===== src/rtl/core/cth_pkg.sv =====
`default_nettype none

package cth_pkg;

  localparam int unsigned MAX_WIDTH  = 1024;
  localparam int unsigned MAX_HEIGHT = 1024;

  localparam int unsigned CHAN_W  = 8;
  localparam int unsigned COORD_W = 10;
  localparam int unsigned SIZE_W  = 11;
  localparam int unsigned COUNT_W = 21;
  localparam int unsigned SUM_W   = 30;
  localparam int unsigned PIX_W   = 3 * CHAN_W;
  localparam int unsigned CFG_IDX_W  = 3;
  localparam int unsigned CFG_DATA_W = COUNT_W;

  localparam logic [COUNT_W-1:0] COUNT_MAX = COUNT_W'(MAX_WIDTH * MAX_HEIGHT);
  localparam logic [SUM_W-1:0]   SUM_MAX   = {SUM_W{1'b1}};

  // Quotient bits produced by the divider; the mean of a coordinate fits the coordinate.
  localparam int unsigned DIV_STEPS = COORD_W;
  localparam int unsigned DIV_CNT_W = $clog2(DIV_STEPS);

  // Channel 0 sits in the low byte.
  localparam logic [PIX_W-1:0] BOUND_LOW_RST  = {8'd100, 8'd0, 8'd60};
  localparam logic [PIX_W-1:0] BOUND_HIGH_RST = {8'd255, 8'd80, 8'd200};
  localparam logic [PIX_W-1:0] ROI_MIN_RST    = {PIX_W{1'b1}};
  localparam logic [PIX_W-1:0] ROI_MAX_RST    = {PIX_W{1'b0}};

  localparam logic [COORD_W-1:0] ROI_LEFT_RST   = COORD_W'(135);
  localparam logic [COORD_W-1:0] ROI_TOP_RST    = COORD_W'(95);
  localparam logic [SIZE_W-1:0]  ROI_WIDTH_RST  = SIZE_W'(50);
  localparam logic [SIZE_W-1:0]  ROI_HEIGHT_RST = SIZE_W'(50);
  localparam logic [COUNT_W-1:0] MIN_COUNT_RST  = COUNT_W'(3921);

  typedef enum logic [1:0] {
    MODE_NONE    = 2'd0,
    MODE_THRESH  = 2'd1,
    MODE_CAPTURE = 2'd2,
    MODE_UNUSED  = 2'd3
  } mode_t;

  typedef enum logic [CFG_IDX_W-1:0] {
    REG_MODE       = 3'd0,
    REG_ROI_LEFT   = 3'd1,
    REG_ROI_TOP    = 3'd2,
    REG_ROI_WIDTH  = 3'd3,
    REG_ROI_HEIGHT = 3'd4,
    REG_MIN_COUNT  = 3'd5
  } cfg_reg_t;

  typedef struct packed {
    logic accept;
    logic div_start;
    logic div_step;
  } cmd_t;

  typedef struct packed {
    logic need_div;
  } status_t;

endpackage

`default_nettype wire


===== src/rtl/core/cth_div.sv =====
`default_nettype none

// Two restoring dividers side by side, one quotient bit per step.
// The sum of a coordinate never exceeds count * 1023, so the quotient
// fits COORD_W bits and the upper dividend bits start out below the divisor.
module cth_div (
  input  wire logic                        clk,
  input  wire logic                        start,
  input  wire logic                        step,
  input  wire logic [cth_pkg::SUM_W-1:0]   sum_x,
  input  wire logic [cth_pkg::SUM_W-1:0]   sum_y,
  input  wire logic [cth_pkg::COUNT_W-1:0] count,
  output logic      [cth_pkg::COORD_W-1:0] quot_x,
  output logic      [cth_pkg::COORD_W-1:0] quot_y
);

  localparam int unsigned RW = cth_pkg::COUNT_W;
  localparam int unsigned LW = cth_pkg::DIV_STEPS;

  logic [RW-1:0] divisor;
  logic [RW-1:0] rem_x, rem_y;
  logic [LW-1:0] low_x, low_y;
  logic [RW:0]   trial_x, trial_y;
  logic [RW:0]   diff_x, diff_y;
  logic          take_x, take_y;

  always_comb begin
    trial_x = {rem_x, low_x[LW-1]};
    trial_y = {rem_y, low_y[LW-1]};
    diff_x  = trial_x - {1'b0, divisor};
    diff_y  = trial_y - {1'b0, divisor};
    take_x  = trial_x >= {1'b0, divisor};
    take_y  = trial_y >= {1'b0, divisor};
  end

  always_ff @(posedge clk) begin
    if (start) begin
      divisor <= count;
      rem_x   <= RW'(sum_x[cth_pkg::SUM_W-1:LW]);
      rem_y   <= RW'(sum_y[cth_pkg::SUM_W-1:LW]);
      low_x   <= sum_x[LW-1:0];
      low_y   <= sum_y[LW-1:0];
      quot_x  <= '0;
      quot_y  <= '0;
    end else if (step) begin
      rem_x  <= take_x ? diff_x[RW-1:0] : trial_x[RW-1:0];
      rem_y  <= take_y ? diff_y[RW-1:0] : trial_y[RW-1:0];
      low_x  <= {low_x[LW-2:0], 1'b0};
      low_y  <= {low_y[LW-2:0], 1'b0};
      quot_x <= {quot_x[LW-2:0], take_x};
      quot_y <= {quot_y[LW-2:0], take_y};
    end
  end

endmodule

`default_nettype wire


===== src/rtl/core/cth_datapath.sv =====
`default_nettype none

module cth_datapath (
  input  wire logic                           clk,
  input  wire logic                           rst,
  input  wire cth_pkg::cmd_t                  cmd,
  output cth_pkg::status_t                    status,
  input  wire logic                           cfg_write,
  input  wire logic [cth_pkg::CFG_IDX_W-1:0]  cfg_index,
  input  wire logic [cth_pkg::CFG_DATA_W-1:0] cfg_data,
  input  wire logic [cth_pkg::CHAN_W-1:0]     chan0,
  input  wire logic [cth_pkg::CHAN_W-1:0]     chan1,
  input  wire logic [cth_pkg::CHAN_W-1:0]     chan2,
  input  wire logic [cth_pkg::COORD_W-1:0]    pix_x,
  input  wire logic [cth_pkg::COORD_W-1:0]    pix_y,
  input  wire logic                           frame_end,
  output logic                                mask,
  output logic                                frame_done,
  output logic                                found,
  output logic      [cth_pkg::COORD_W-1:0]    centroid_x,
  output logic      [cth_pkg::COORD_W-1:0]    centroid_y,
  output logic      [cth_pkg::COUNT_W-1:0]    pixel_count
);

  localparam int unsigned CW = cth_pkg::CHAN_W;

  // configuration
  logic [1:0]                    mode;
  logic [cth_pkg::COORD_W-1:0]   roi_left, roi_top;
  logic [cth_pkg::SIZE_W-1:0]    roi_width, roi_height;
  logic [cth_pkg::COUNT_W-1:0]   min_count;

  // frame state
  logic [cth_pkg::PIX_W-1:0]     bound_low, bound_high;
  logic [cth_pkg::PIX_W-1:0]     roi_min, roi_max;
  logic                          roi_seen;
  logic [cth_pkg::COUNT_W-1:0]   marked_count;
  logic [cth_pkg::SUM_W-1:0]     sum_col, sum_row;

  logic [cth_pkg::PIX_W-1:0]     pix;
  logic                          is_thresh, is_capture;
  logic                          inside_bounds, in_roi;
  logic                          count_en;
  logic [cth_pkg::SIZE_W:0]      roi_right, roi_bottom;
  logic [cth_pkg::SUM_W:0]       col_add, row_add;
  logic [cth_pkg::COUNT_W-1:0]   marked_count_next;
  logic [cth_pkg::SUM_W-1:0]     sum_col_next, sum_row_next;
  logic [cth_pkg::PIX_W-1:0]     roi_min_next, roi_max_next;
  logic                          roi_seen_next;
  logic                          found_next;
  logic [cth_pkg::COORD_W-1:0]   quot_x, quot_y;

  assign pix        = {chan2, chan1, chan0};
  assign is_thresh  = mode == cth_pkg::MODE_THRESH;
  assign is_capture = mode == cth_pkg::MODE_CAPTURE;

  always_comb begin
    inside_bounds = 1'b1;
    for (int c = 0; c < 3; c++) begin
      if (pix[c*CW +: CW] < bound_low[c*CW +: CW] ||
          pix[c*CW +: CW] > bound_high[c*CW +: CW]) begin
        inside_bounds = 1'b0;
      end
    end
  end

  always_comb begin
    roi_right  = {2'b0, roi_left}  + {1'b0, roi_width};
    roi_bottom = {2'b0, roi_top}   + {1'b0, roi_height};
    in_roi = pix_x >= roi_left && {2'b0, pix_x} < roi_right &&
             pix_y >= roi_top  && {2'b0, pix_y} < roi_bottom;
  end

  always_comb begin
    count_en = is_thresh && inside_bounds && marked_count < cth_pkg::COUNT_MAX;
    col_add  = {1'b0, sum_col} + (cth_pkg::SUM_W + 1)'(pix_x);
    row_add  = {1'b0, sum_row} + (cth_pkg::SUM_W + 1)'(pix_y);
    marked_count_next = marked_count;
    sum_col_next      = sum_col;
    sum_row_next      = sum_row;
    if (count_en) begin
      marked_count_next = marked_count + 1'b1;
      sum_col_next = (col_add > {1'b0, cth_pkg::SUM_MAX}) ? cth_pkg::SUM_MAX
                                                         : col_add[cth_pkg::SUM_W-1:0];
      sum_row_next = (row_add > {1'b0, cth_pkg::SUM_MAX}) ? cth_pkg::SUM_MAX
                                                         : row_add[cth_pkg::SUM_W-1:0];
    end
  end

  always_comb begin
    roi_min_next  = roi_min;
    roi_max_next  = roi_max;
    roi_seen_next = roi_seen;
    if (is_capture && in_roi) begin
      for (int c = 0; c < 3; c++) begin
        if (pix[c*CW +: CW] < roi_min[c*CW +: CW]) roi_min_next[c*CW +: CW] = pix[c*CW +: CW];
        if (pix[c*CW +: CW] > roi_max[c*CW +: CW]) roi_max_next[c*CW +: CW] = pix[c*CW +: CW];
      end
      roi_seen_next = 1'b1;
    end
  end

  assign found_next = frame_end && is_thresh &&
                      marked_count_next > min_count && marked_count_next != '0;
  assign status.need_div = found_next;

  always_ff @(posedge clk) begin
    if (rst) begin
      mode       <= cth_pkg::MODE_NONE;
      roi_left   <= cth_pkg::ROI_LEFT_RST;
      roi_top    <= cth_pkg::ROI_TOP_RST;
      roi_width  <= cth_pkg::ROI_WIDTH_RST;
      roi_height <= cth_pkg::ROI_HEIGHT_RST;
      min_count  <= cth_pkg::MIN_COUNT_RST;
    end else if (cfg_write) begin
      unique case (cfg_index)
        cth_pkg::REG_MODE:       mode       <= cfg_data[1:0];
        cth_pkg::REG_ROI_LEFT:   roi_left   <= cfg_data[cth_pkg::COORD_W-1:0];
        cth_pkg::REG_ROI_TOP:    roi_top    <= cfg_data[cth_pkg::COORD_W-1:0];
        cth_pkg::REG_ROI_WIDTH:  roi_width  <= cfg_data[cth_pkg::SIZE_W-1:0];
        cth_pkg::REG_ROI_HEIGHT: roi_height <= cfg_data[cth_pkg::SIZE_W-1:0];
        cth_pkg::REG_MIN_COUNT:  min_count  <= cfg_data;
        default: ;
      endcase
    end
  end

  always_ff @(posedge clk) begin
    if (rst) begin
      bound_low    <= cth_pkg::BOUND_LOW_RST;
      bound_high   <= cth_pkg::BOUND_HIGH_RST;
      roi_min      <= cth_pkg::ROI_MIN_RST;
      roi_max      <= cth_pkg::ROI_MAX_RST;
      roi_seen     <= 1'b0;
      marked_count <= '0;
      sum_col      <= '0;
      sum_row      <= '0;
    end else if (cmd.accept) begin
      if (frame_end) begin
        if (is_capture && roi_seen_next) begin
          bound_low  <= roi_min_next;
          bound_high <= roi_max_next;
        end
        // clear after the last pixel has been taken in
        roi_min      <= cth_pkg::ROI_MIN_RST;
        roi_max      <= cth_pkg::ROI_MAX_RST;
        roi_seen     <= 1'b0;
        marked_count <= '0;
        sum_col      <= '0;
        sum_row      <= '0;
      end else begin
        roi_min      <= roi_min_next;
        roi_max      <= roi_max_next;
        roi_seen     <= roi_seen_next;
        marked_count <= marked_count_next;
        sum_col      <= sum_col_next;
        sum_row      <= sum_row_next;
      end
    end
  end

  // result payload; centroid comes from the divider once it finishes
  always_ff @(posedge clk) begin
    if (cmd.accept) begin
      mask        <= is_thresh && inside_bounds;
      frame_done  <= frame_end;
      found       <= found_next;
      pixel_count <= (frame_end && is_thresh) ? marked_count_next : '0;
    end
  end

  cth_div u_div (
    .clk    (clk),
    .start  (cmd.div_start),
    .step   (cmd.div_step),
    .sum_x  (sum_col_next),
    .sum_y  (sum_row_next),
    .count  (marked_count_next),
    .quot_x (quot_x),
    .quot_y (quot_y)
  );

  assign centroid_x = found ? quot_x : '0;
  assign centroid_y = found ? quot_y : '0;

endmodule

`default_nettype wire


===== src/rtl/core/cth_ctrl.sv =====
`default_nettype none

module cth_ctrl (
  input  wire logic             clk,
  input  wire logic             rst,
  input  wire logic             in_valid,
  output logic                  in_ready,
  output logic                  out_valid,
  input  wire logic             out_ready,
  input  wire cth_pkg::status_t status,
  output cth_pkg::cmd_t         cmd
);

  typedef enum logic [1:0] {
    ST_IDLE = 2'b01,
    ST_DIV  = 2'b10
  } state_t;

  state_t                          state, state_next;
  logic [cth_pkg::DIV_CNT_W-1:0]   step_cnt, step_cnt_next;
  logic                            out_valid_next;
  logic                            last_step;

  assign last_step = step_cnt == cth_pkg::DIV_CNT_W'(cth_pkg::DIV_STEPS - 1);

  // in idle, an empty or draining output register lets the next pixel in
  assign in_ready = state == ST_IDLE && (!out_valid || out_ready);

  always_comb begin
    cmd.accept    = in_valid && in_ready;
    cmd.div_start = 1'b0;
    cmd.div_step  = 1'b0;
    state_next    = state;
    step_cnt_next = step_cnt;
    out_valid_next = out_valid && !out_ready;
    unique case (state)
      ST_IDLE: begin
        if (cmd.accept) begin
          if (status.need_div) begin
            cmd.div_start = 1'b1;
            step_cnt_next = '0;
            state_next    = ST_DIV;
          end else begin
            out_valid_next = 1'b1;
          end
        end
      end
      ST_DIV: begin
        cmd.div_step  = 1'b1;
        step_cnt_next = step_cnt + 1'b1;
        if (last_step) begin
          out_valid_next = 1'b1;
          state_next     = ST_IDLE;
        end
      end
      default: state_next = ST_IDLE;
    endcase
  end

  always_ff @(posedge clk) begin
    if (rst) begin
      state     <= ST_IDLE;
      step_cnt  <= '0;
      out_valid <= 1'b0;
    end else begin
      state     <= state_next;
      step_cnt  <= step_cnt_next;
      out_valid <= out_valid_next;
    end
  end

endmodule

`default_nettype wire


===== src/rtl/core/color_threshold_centroid.sv =====
`default_nettype none

// Channel  Handshake                 Payload
// in       in_valid / in_ready       chan0 chan1 chan2 pix_x pix_y frame_end
// out      out_valid / out_ready     mask frame_done found centroid_x centroid_y pixel_count
// cfg      cfg_valid / cfg_ready     cfg_index cfg_data
//
// One pixel per cycle while the divider is idle and no result is held; each result sits in an output register.
// A frame end in threshold mode with an object found runs the divider (one centroid bit per
// cycle) before its result is valid, and no new pixel is taken in meanwhile.
// Synchronous reset loads the register defaults and clears the frame accumulators.
// A held result stalls input only when out_ready stays low.
module color_threshold_centroid (
  input  wire logic                           clk,
  input  wire logic                           rst,
  input  wire logic                           in_valid,
  output logic                                in_ready,
  input  wire logic [cth_pkg::CHAN_W-1:0]     chan0,
  input  wire logic [cth_pkg::CHAN_W-1:0]     chan1,
  input  wire logic [cth_pkg::CHAN_W-1:0]     chan2,
  input  wire logic [cth_pkg::COORD_W-1:0]    pix_x,
  input  wire logic [cth_pkg::COORD_W-1:0]    pix_y,
  input  wire logic                           frame_end,
  output logic                                out_valid,
  input  wire logic                           out_ready,
  output logic                                mask,
  output logic                                frame_done,
  output logic                                found,
  output logic      [cth_pkg::COORD_W-1:0]    centroid_x,
  output logic      [cth_pkg::COORD_W-1:0]    centroid_y,
  output logic      [cth_pkg::COUNT_W-1:0]    pixel_count,
  input  wire logic                           cfg_valid,
  output logic                                cfg_ready,
  input  wire logic [cth_pkg::CFG_IDX_W-1:0]  cfg_index,
  input  wire logic [cth_pkg::CFG_DATA_W-1:0] cfg_data
);

  cth_pkg::cmd_t    cmd;
  cth_pkg::status_t status;

  assign cfg_ready = 1'b1;

  cth_ctrl u_ctrl (
    .clk       (clk),
    .rst       (rst),
    .in_valid  (in_valid),
    .in_ready  (in_ready),
    .out_valid (out_valid),
    .out_ready (out_ready),
    .status    (status),
    .cmd       (cmd)
  );

  cth_datapath u_datapath (
    .clk         (clk),
    .rst         (rst),
    .cmd         (cmd),
    .status      (status),
    .cfg_write   (cfg_valid && cfg_ready),
    .cfg_index   (cfg_index),
    .cfg_data    (cfg_data),
    .chan0       (chan0),
    .chan1       (chan1),
    .chan2       (chan2),
    .pix_x       (pix_x),
    .pix_y       (pix_y),
    .frame_end   (frame_end),
    .mask        (mask),
    .frame_done  (frame_done),
    .found       (found),
    .centroid_x  (centroid_x),
    .centroid_y  (centroid_y),
    .pixel_count (pixel_count)
  );

endmodule

`default_nettype wire

===== config.mk =====
export PLATFORM = sky130hd
export DESIGN_NAME = color_threshold_centroid
export DESIGN_NICKNAME = d
export VERILOG_FILES = /design/src/rtl/core/cth_pkg.sv /design/src/rtl/core/cth_div.sv /design/src/rtl/core/cth_datapath.sv /design/src/rtl/core/cth_ctrl.sv /design/src/rtl/core/color_threshold_centroid.sv
export SDC_FILE = /design/constraint.sdc
export NUM_CORES = 1
export LEC_CHECK = 0
export BUFFER_PORTS_ARGS = -buffer_cell sky130_fd_sc_hd__buf_2
export CAP_MARGIN = 20
export CORE_AREA = 5 5 289 291
export DETAILED_ROUTE_END_ITERATION = 16
export DIE_AREA = 0 0 294 296
export GPL_ROUTABILITY_DRIVEN = 0
export PLACE_DENSITY_LB_ADDON = 0.05
export REMOVE_ABC_BUFFERS = 1
export SLEW_MARGIN = 20
export SYNTH_ARGS = -nofsm -noshare
export SYNTH_HDL_FRONTEND = slang
export SYNTH_SLANG_ARGS = --single-unit

===== constraint.sdc =====
create_clock -name clk -period 6.91 [get_ports clk]
set_input_delay 1.0365 -clock clk [delete_from_list [all_inputs] [get_ports clk]]
set_output_delay 1.0365 -clock clk [all_outputs]
set_load 0.01 [all_outputs]

### After elaboration in Yosys (flattened, before gate mapping)

Index checks and enable logic that the tools add are counted.

* output and inout bits: 47
* memories kept: 0
* bits in latches: 0
* input port bits: 74
* bits in read-only memories: 0
* memory bits (writable): 0
* bits in registers: 377

* bitwise logic cells: 0
* shifts and indexed selects: 0
* order comparisons: 22
* multiply operators: 0
* reductions and logical operators: 32
* div/mod/pow operators: 0
* equality and inequality tests: 13
* muxes and demuxes: 50
* add/sub/neg operators: 8

Operator list (count)
* 2-to-1 mux 30 bit: 6
* 2-to-1 mux 24 bit: 4
* 2-to-1 mux 21 bit: 4
* 2-to-1 mux 20 bit: 4
* adder 30 x 10 -> 31 bit: 2
* > comparator 31 x 30 -> 1 bit, second input constant: 2
* 2-to-1 mux 10 bit: 6
* > comparator 8 bit: 6
* < comparator 8 bit: 6
* 2-to-1 mux 8 bit: 6
* >= comparator 22 x 21 -> 1 bit: 2
* subtractor 21 bit: 2
* adder 10 x 11 -> 12 bit: 2
* < comparator 10 x 12 -> 1 bit: 2
* adder 21 x 1 -> 21 bit, second input constant: 1
* > comparator 21 bit: 1
* < comparator 21 bit, second input constant: 1
* nonzero test 21 bit: 1
* >= comparator 10 bit: 2
* logical AND 1 bit: 13
* 2-to-1 mux 1 bit: 12
* AND reduction 2 bit: 6
* AND reduction 3 bit: 3
* 2-to-1 mux 4 bit: 2
* 17 further kinds: 29

### Depth between registers and ports, before layout

Gate-level depths: netlist of the first run.

* depth after elaboration: 15
* depth in mapped cells: 26
* mapped depth without buffers: 23

### By module

A second synthesis of the first run with hierarchy kept.

* cells, all modules: 2922
* area, all modules: 24885.1 µm²

Modules (own cells, without submodules)
* cth_datapath: area an instance 17874.6 µm², cells each 2222, times used 1
* cth_div: area an instance 6553.8 µm², cells each 645, times used 1
* cth_ctrl: area an instance 445.4 µm², cells each 53, times used 1
* color_threshold_centroid: area an instance 11.3 µm², cells each 2, times used 1

### Least setup slack after synthesis of the first run

OpenSTA, ideal clock, no wires.

* path kind: input -> register
* from: input chan2[1] (netlist bit)
* to: register u_datapath.u_div.low_x[0] (enable)
* arrival time: 5638 ps
* buffers on the path: 3
* slack: 871 ps
* required time: 6509 ps
* stages: 23
* setup time: 401 ps
* path through: ha_1 -> nor2b_1 -> o211ai_1 -> a21oi_1 -> nor4_1 -> o21ai_2 -> nor3_1 -> clkbuf_1 -> clkbuf_1 -> nand2_1 -> nand2_1 -> ha_1 -> nor2b_1 -> o21a_1 -> o21a_1 -> o21a_1 -> o21bai_1 -> a21oi_1 -> o21ai_0 -> or2_2 -> a31oi_4 -> buf_2 -> or2_2

* longest elaborated chain between the ends: 13
* elaborated cells between the ends (all ways): 15
* those cells by class: 3 x order compare; 5 x mux; 7 x reduce/logical

RTL lines
* start, declared: line color_threshold_centroid.sv:20 `input wire logic [cth_pkg::CHAN_W-1:0] chan2,`
* < comparator 8 bit or > comparator 8 bit (tied branches): line cth_datapath.sv:60, cth_datapath.sv:61
* logical OR 1 bit *: line cth_datapath.sv:60 `if (pix[c*CW +: CW] < bound_low[c*CW +: CW] ||`
* 2-to-1 mux 1 bit *: line cth_datapath.sv:60
* logical AND 1 bit * (2 in a row): line cth_datapath.sv:75 `count_en = is_thresh && inside_bounds && marked_count < cth_pkg::COUNT_MAX;`
* 2-to-1 mux 21 bit *: line cth_datapath.sv:81 `if (count_en) begin`
* via u_datapath.marked_count_next (one bit): line cth_datapath.sv:46 `logic [cth_pkg::COUNT_W-1:0] marked_count_next;`
* > comparator 21 bit: line cth_datapath.sv:104 `marked_count_next > min_count && marked_count_next != '0;`
* logical AND 1 bit: line cth_datapath.sv:103 `assign found_next = frame_end && is_thresh &&`
* logical AND 1 bit *: line cth_datapath.sv:104
* 2-to-1 mux 1 bit *: line cth_ctrl.sv:39 `if (status.need_div) begin`
* 2-to-1 mux 1 bit *: line cth_ctrl.sv:38 `if (cmd.accept) begin`
* 2-to-1 mux 1 bit *: line cth_ctrl.sv:36 `unique case (state)`
* nonzero test 2 bit (no source line) *
* end signal, assigned: line cth_div.sv:41 `low_x <= sum_x[LW-1:0];`
* end signal, assigned: line cth_div.sv:48 `low_x <= {low_x[LW-2:0], 1'b0};`
* end, declared: line cth_div.sv:22 `logic [LW-1:0] low_x, low_y;`

Mark *: on every way through the listed nets, which the timed path passes. The rest lies on a longest branch.
A chain may end at the register's enable or synchronous reset.

### Worst setup path in the final report of the first run

* from: input chan2[1] (netlist bit)
* to: register u_datapath.u_div.low_y[9], data pin

* longest elaborated chain between the ends: 13
* elaborated cells between the ends (all ways): 16
* those cells by class: 3 x order compare; 7 x mux; 6 x reduce/logical

RTL lines
* < comparator 8 bit or > comparator 8 bit (tied branches): line cth_datapath.sv:60, cth_datapath.sv:61
* logical OR 1 bit *: line cth_datapath.sv:60
* 2-to-1 mux 1 bit *: line cth_datapath.sv:60
* logical AND 1 bit * (2 in a row): line cth_datapath.sv:75
* 2-to-1 mux 21 bit *: line cth_datapath.sv:81
* via u_datapath.marked_count_next (one bit): line cth_datapath.sv:46
* > comparator 21 bit: line cth_datapath.sv:104
* logical AND 1 bit: line cth_datapath.sv:103
* logical AND 1 bit *: line cth_datapath.sv:104
* 2-to-1 mux 1 bit *: line cth_ctrl.sv:39
* 2-to-1 mux 1 bit *: line cth_ctrl.sv:38
* 2-to-1 mux 1 bit *: line cth_ctrl.sv:36
* 2-to-1 mux 10 bit *: line cth_div.sv:37 `if (start) begin`
* end signal, assigned: line cth_div.sv:42 `low_y <= sum_y[LW-1:0];`
* end signal, assigned: line cth_div.sv:49 `low_y <= {low_y[LW-2:0], 1'b0};`
* end, declared: line cth_div.sv:22

Marks and branches as above.

==> metrics.md, run 1 <==
| Metric | Value |
|---|---|
| Crit Path Max Fanout | 89 |
| Leak | 0.0113 uW |
| Worst hold path type | flip-flop to flip-flop |
| CP arrival | around 6 ns |
| Worst Skew | 0.0218 ns |
| Detailed-route via count | 19,900 |
| Worst Hold Depth | 2 |
| Vias in the first global route | 19,600 |
| Top FF cell, synth | dfxtp_1 |
| Pins Over Slew Limit | 0 |
| Crit Path Category | primary input to flip-flop |
| Die area | 87,000 um^2 |
| CTS Root Cell | clkbuf_16 |
| Gr busiest metal | met2 |
| Worst r2r src | u_datapath.bound_high[17] |
| Clock Pin Slew Worst Setup and Hold Paths | 0.06 ns |
| Final antenna-violating net count | 0 |
| Clock sinks | 377 |
| Drt via density | 5.14 |
| Worst vdd rail ir drop | around 0.15 mV |
| Drt first-iter violations | approximately 1,300 |
| RSZ-0062 raised after global routing | false |
| Overall Global Routing Usage | around 17% |
| Post-synthesis area per instance | a little under 9 um^2 |
| Yosys Warn Count | 0 |
| M2 GR Usage | 29.2% |
| HPWL Detailed | ~57 mm |
| Crit path largest cell delay | 0.50 ns |
| First-pass GRT wire length | 119 mm |
| Fillers | 8,321 |
| Slew @ Worst Pin | 1.07 ns |
| Crit path to | u_datapath.u_div.low_y[9] |
| Post-synthesis sequential area ratio | between 30% and 40% |
| TritonCTS buffer count | 50 |
| Crit-path cells | buf_2 > ha_1 > nor2b_1 > o211ai_1 > a21oi_1 > nor4_1 > o21ai_2 > nor4_2 > xor2_1 > ha_1 > a21o_1 > a21o_1 > a21oi_1 > o21ai_0 > nor2_1 > a211oi_1 > o21ai_0 > or2_2 > a31oi_4 > buf_12 > mux2_2 |
| Layout cell share with drive strength beyond 1 | between 10% and 20% |
| Number of remaining DRC errors | 0 |
| Final min period | between 5 and 6 ns |
| Initial antenna violation count | 3 |
| Pin count of the biggest net entering global routing | 90 |
| Critical path required time | 7.25 ns |
| R2r worst-path depth | 21 |
| Power Dens Cells | 198 nW/um^2 |
| I/O pin total | 121 |
| Hold Vio Cnt, Final | 0 |
| Row cnt | 104 |
| H-tree depth | 2 |
| WL final | between 70 and 80 mm |
| Setup-failing EPs final | 0 |
| Met3 Resource Use GR | 2.37% |
| Slew headroom | approximately 28% |
| Number of setup buffers added after CTS | 0 |
| PostCTS Resize Cnt | 0 |
| Synthesized area | 23,900 um^2 |
| Gr ovfl total | 0 |
| Area grow syn2layout | 14.7% |
| CP Launch Point | chan2[1] |
| Final setup margin | 1.17 ns |
| Distinct cell type count after synthesis | 85 |
| CP endpoint kind | flip-flop |
| CP Launch Type | primary input |
| Max Cap Viol | 0 |
| Clock buffer depth | 3 |
| CTS tree | done |
| Later-pin clock latency in the skew report | 0.60 ns |
| Place WS | 0.584 ns |
| Synth async-reset ratio | 0% |
| Core Region | 80,300 um^2 |
| Initial Util | 29.8% |
| Detail-routed net length per standard cell | 20.2 um |
| RR Endpoint | u_datapath.u_div.low_y[9] |
| FF+latch count, synth | 377 |
| Die Y | 296 um |
| Met1 usage | 23.6% |
| Hold-fix buffers, CTS | 0 |
| Port buffer count | 119 |
| Synth Instances | 2,688 |
| DIE WIDTH | 294 um |
| Total negative setup slack | 0 ns |
| Fmax | 174 MHz |
| Tcrit/Tclk final | 83.0% |
| Reg-to-reg slack, setup | 1.44 ns |
| Final nets | 3,087 |
| First-pass DRT Iterations | 5 |
| Post-synth EDFFs | 105 |
| Slowest library cell on the worst path | nor4_1 |
| Status | complete, no violations |
==> metal layers <==
layer  vias up  share of wire, %
met5         -                 0
met4         0               2.9
met3       118               3.4
met2       328                47
met1      9555                47
li1       9890                 -
==> placed cells by master (no fill, tap or decap), types with 14 or more instances in the layout <==
cell type	netlist	layout
a21o_1	59	59
ha_1	236	235
nor2_1	264	261
a21oi_1	196	196
xnor2_1	55	55
dfxtp_1	272	272
a211oi_1	58	57
a211o_1	24	24
buf_4	5	38
clkbuf_16	0	54
and2_1	32	32
a22oi_1	53	53
o22a_1	26	26
nand2_1	159	158
a31oi_1	50	50
o211ai_1	16	16
nor2b_1	46	46
xor2_1	49	49
o21ai_0	85	85
a2bb2oi_1	14	14
and3_1	21	21
edfxtp_1	105	105
nand3_1	57	57
inv_1	200	199
mux2i_1	111	111
buf_2	23	118
or2_2	20	20
nand4_1	38	38
or3_1	14	14
a22o_1	28	28
mux2_2	29	29
nor3_1	43	42
nand2b_1	31	31
o21a_1	25	25
==> per-stage QoR <==
step	util, %	instances	hold slack (ns)	instance area (um^2)	total power [uW]
floorplan	-	2560	0.430	23400	2550
global placement	32.0	3779	0.447	25700	2740
detailed placement	32.0	3779	0.451	25700	2750
CTS	34.2	3872	0.459	27500	5550
global route	34.2	3873	0.475	27500	5680
finish	34.2	3873	0.456	27500	5440
==> critical path, delay by kind of cell <==
family	cells	cell delay, ns
xor+xnor	1	0.44
mux	1	0.40
compound gates	10	1.64
simple gates	5	1.40
fa+ha+maj	2	0.54
buf+inv	2	0.53
==> registers in the layout (all words and copies together) (netlist names), 21 cells and up <==
register,count
u_datapath.roi_max,24
u_datapath.sum_row,30
u_datapath.u_div.rem_y,21
u_datapath.sum_col,30
u_datapath.roi_min,24
u_datapath.marked_count,21
u_datapath.pixel_count,21
u_datapath.min_count,21
u_datapath.bound_high,24
u_datapath.bound_low,24
u_datapath.u_div.rem_x,21
u_datapath.u_div.divisor,21
==> kinds of logic (layout without fill, tap and decap cells) <==
family,count (synthesis),count (layout),share of synthesized area (%)
fa+ha+maj,242,242,12.8
other cells,1,2,0.0157
simple gates,778,778,16.1
xor+xnor,104,104,3.81
flops,377,377,35.9
buf+inv,330,454,5.41
mux,140,140,6.01
compound gates,716,716,19.9
==> area by class of cell <==
class	count	area (um^2)	area share, %
Antenna cell	1	2.50	0.00912
Clock buffer	72	1490	5.42
Clock inverter	21	241	0.880
Inverter	202	758	2.76
Multi-Input combinational cell	1981	14100	51.4
Sequential cell	377	8600	31.3
Tap cell	1060	1330	4.83
Timing Repair Buffer	159	927	3.38
==> power by group <==
part	leakage [uW]	internal (uW)	switching (uW)
Sequential	0.00320	2280	10.2
Combinational	0.00726	140	261
Clock	0.000851	1680	1070
==> synthesized netlist by cell type, drive strengths merged (36+ instances only) <==
cell	instances	share of area (%)
a211oi	60	1.9
a21o	59	1.9
a21oi	196	4.1
a22oi	53	1.7
a31oi	51	1.4
buf	36	0.79
clkbuf	92	1.4
dfxtp	272	23
edfxtp	105	13
ha	236	12
inv	200	3.1
mux2i	111	4.6
nand2	160	2.5
nand3	58	1.3
nand4	38	0.99
nor2	264	4.1
nor2b	46	1.2
nor3	46	1.0
o21ai	98	2.1
xnor2	55	2.0
xor2	49	1.8
==> worst min path at each step <==
| stage | start | end | slack, ns |
|---|---|---|---|
| final | u_datapath.min_count[2] | u_datapath.min_count[2] | 0.46 |
| after global routing | u_datapath.min_count[17] | u_datapath.min_count[17] | 0.48 |
| after CTS | u_datapath.min_count[2] | u_datapath.min_count[2] | 0.46 |
| after detailed placement | u_datapath.min_count[14] | u_datapath.min_count[14] | 0.45 |
| after global placement | u_datapath.min_count[19] | u_datapath.min_count[19] | 0.45 |
| after floorplan | u_datapath.min_count[12] | u_datapath.min_count[12] | 0.43 |
(Power assumes the default switching activity.)
==> run 2, diff against run 1 <==
- ABC_AREA: unset -> 1
- CORE_AREA: 5 5 289 291 -> 5 5 296 298
- DIE_AREA: 0 0 294 296 -> 0 0 301 303
- clock period: 6.91 -> 5.35 ns (I/O delays scaled with it)
==> metrics.md, run 2 <==
| Metric | Value |
|---|---|
| Die area | 91,200 um^2 |
| Clock sinks | 377 |
| Crit Path Max Fanout | 20 |
| Total negative setup slack | 0 ns |
| Tcrit/Tclk final | 85.4% |
| Drt via density | 4.82 |
| Top FF cell, synth | dfxtp_1 |
| DIE WIDTH | 301 um |
| Final antenna-violating net count | 0 |
| Pin count of the biggest net entering global routing | 123 |
| ANT cells | 0 |
| Overall Global Routing Usage | between 10% and 20% |
| Core occupancy in the finished layout | 34.0% |
| Worst vdd rail ir drop | 0.200 mV |
| Top cells by count, synth | nand2_1 (970), inv_1 (435), a21oi_1 (342) |
| CTS tree | done |
| Gr ovfl total | 0 |
| RSZ-0062 raised after global routing | false |
| Area grow syn2layout | 14.2% |
| Die Y | 303 um |
| Pins Over Slew Limit | 0 |
| Hold Vio Cnt, Final | 0 |
| Synth async-reset ratio | 0% |
| Biggest regs | u_datapath.sum_col: 30 flops, u_datapath.sum_row: 30 flops |
| HPWL Detailed | around 60 mm |
| Leak | 0.0129 uW |
| Worst Skew | around 0.017 ns |
| Synthesized area | 25,200 um^2 |
| Hold slack | 0.438 ns |
| Number of remaining DRC errors | 0 |
| Initial antenna violation count | 2 |
| H-tree depth | 2 |
| Fillers | about 9,200 |
| Max Cap Viol | 0 |
| Post-synthesis sequential area ratio | 34.2% |
| Slew @ Worst Pin | 1.09 ns |
| Most frequent cells in the layout | nand2_1 (967), inv_1 (434), a21oi_1 (342), dfxtp_1 (272), nor2_1 (267) |
| Detail-routed net length per standard cell | 17.2 um |
| Commonest non-fill, non-tap cell in the layout | nand2_1 |
| Slew headroom | 27.6% |
| CP Launch Type | primary input |
| Synth top area share | 21.6% |
| WL final | between 80 and 90 mm |
| Clock Pin Slew Worst Setup and Hold Paths | 0.06 ns |
| Worst hold path type | primary input to flip-flop |
| Synth Instances | 3,572 |
| Distinct cell type count after synthesis | 60 |
| Detailed-route via count | 23,300 |
| Fmax | ~220 MHz |
| Power Dens Cells | ~250 nW/um^2 |
| CTS Root Cell | clkbuf_16 |
| Number of setup buffers added after CTS | 0 |
| PostCTS Resize Cnt | 0 |
| Core Region | 84,600 um^2 |
| Most numerous cell in the Yosys netlist | nand2_1 |
| Hold-fix buffers, CTS | 0 |
| First-pass GRT wire length | 130 mm |
| Clock buffer depth | 3 |
| CP arrival | around 5.1 ns |
| CP endpoint kind | flip-flop |
| Layout cell share with drive strength beyond 1 | 8.12% |
| Post-synth EDFFs | 105 |
| TritonCTS buffer count | 50 |
| Later-pin clock latency in the skew report | 0.59 ns |
| Initial Util | 29.7% |
| Final nets | slightly below 4,000 |
| Port buffer count | 119 |
| Yosys Warn Count | 0 |
| Crit Path Category | primary input to flip-flop |
| I/O pin total | about 120 |
| Row cnt | 107 |
| Vias in the first global route | about 23,000 |
| Setup-failing EPs final | 0 |
| Critical path required time | 5.83 ns |
| Synth area leaders | dfxtp_1 (22%), nand2_1 (14%), edfxtp_1 (13%) |
| Status | complete, no violations |
| FF+latch count, synth | 377 |
| Drt first-iter violations | 1,256 |
| Final min period | 4.57 ns |
| First-pass DRT Iterations | 7 |
| Synth area leader | dfxtp_1 |
| Post-synthesis area per instance | ~7 um^2 |
| Pwr Total | about 7300 uW |
## run 2: power breakdown
part | switching (uW) | internal, uW | leakage (uW)
Clock | 1390 | 2290 | 0.000895
Combinational | 451 | 204 | 0.00882
Sequential | 27.3 | 2960 | 0.00321
Total | 1860 | 5460 | 0.0129
## run 2: logic make-up (layout without fill, tap and decap cells)
logic type | Yosys count | after routing | synth area share [%]
AND/OR/NAND/NOR | 1571 | 1571 | 26.0
AO/OA/AOI/OAI | 704 | 704 | 15.2
buffers and inverters | 588 | 697 | 9.28
flip-flops | 377 | 377 | 34.2
adder cells (fa/ha/maj) | 242 | 242 | 12.2
XOR/XNOR | 88 | 88 | 3.06
other | 1 | 1 | 0.0149
multiplexers | 1 | 1 | 0.0398
## run 2: final cells by class
| class | instances | area (um^2) | share of cell area, % |
|---|---|---|---|
| Inverter | 447 | 1680 | 5.85 |
| Clock inverter | 19 | 248 | 0.862 |
| Timing Repair Buffer | 156 | 951 | 3.31 |
| Tap cell | 1144 | 1430 | 4.98 |
| Multi-Input combinational cell | 2607 | 14300 | 49.7 |
| Clock buffer | 75 | 1550 | 5.41 |
| Sequential cell | 377 | 8600 | 29.9 |
## run 2: metal layers
metal	global-route usage [%]	wire, um	vias up
met3	2.51	3100	129
met1	23.3	38400	10800
met4	4.86	2210	4
li1	-	-	11900
met5	0	27	-
met2	31.0	39300	396
## run 2: through the flow
| stage | instance area, um^2 | setup slack [ns] | std cells |
|---|---|---|---|
| after CTS | 28700 | 0.739 | 4824 |
| after global routing | 28700 | 0.285 | 4825 |
| after floorplan | 24500 | -3.61 | 3431 |
| after detailed placement | 26900 | 0.141 | 4730 |
| after global placement | 26900 | 0.198 | 4730 |
| final | 28700 | 0.780 | 4825 |
## run 2: final timing paths
| kind | from | endpoint | slack (ns) | cells after the start |
|---|---|---|---|---|
| hold / removal | cfg_data[11] | u_datapath.min_count[11] | 0.44 | 3 |
| hold reg to reg | u_datapath.roi_seen | u_datapath.roi_seen | 0.45 | 2 |
| setup / recovery | chan0[7] | u_datapath.u_div.quot_x[4] | 0.78 | 25 |
| setup reg to reg | u_datapath.bound_high[7] | u_datapath.u_div.quot_x[4] | 0.80 | 25 |
## run 2: worst max-delay path: stages
cell and delay, ns:
buf_2 0.16, ha_1 0.31, nand2_1 0.08, nor2_1 0.17, nand4_1 0.11, nand2_1 0.11
nand2_1 0.09, nor2_4 0.29, buf_4 0.25, buf_4 0.19, nand3_1 0.08, nand2_1 0.08
nand2_1 0.16, ha_1 0.35, nand4_1 0.15, nor4_1 0.33, o21ai_0 0.17, nand3_1 0.11
nand2_1 0.05, inv_1 0.13, nand3_4 0.17, nand2_1 0.13, inv_1 0.28, a21oi_1 0.25
inv_1 0.06
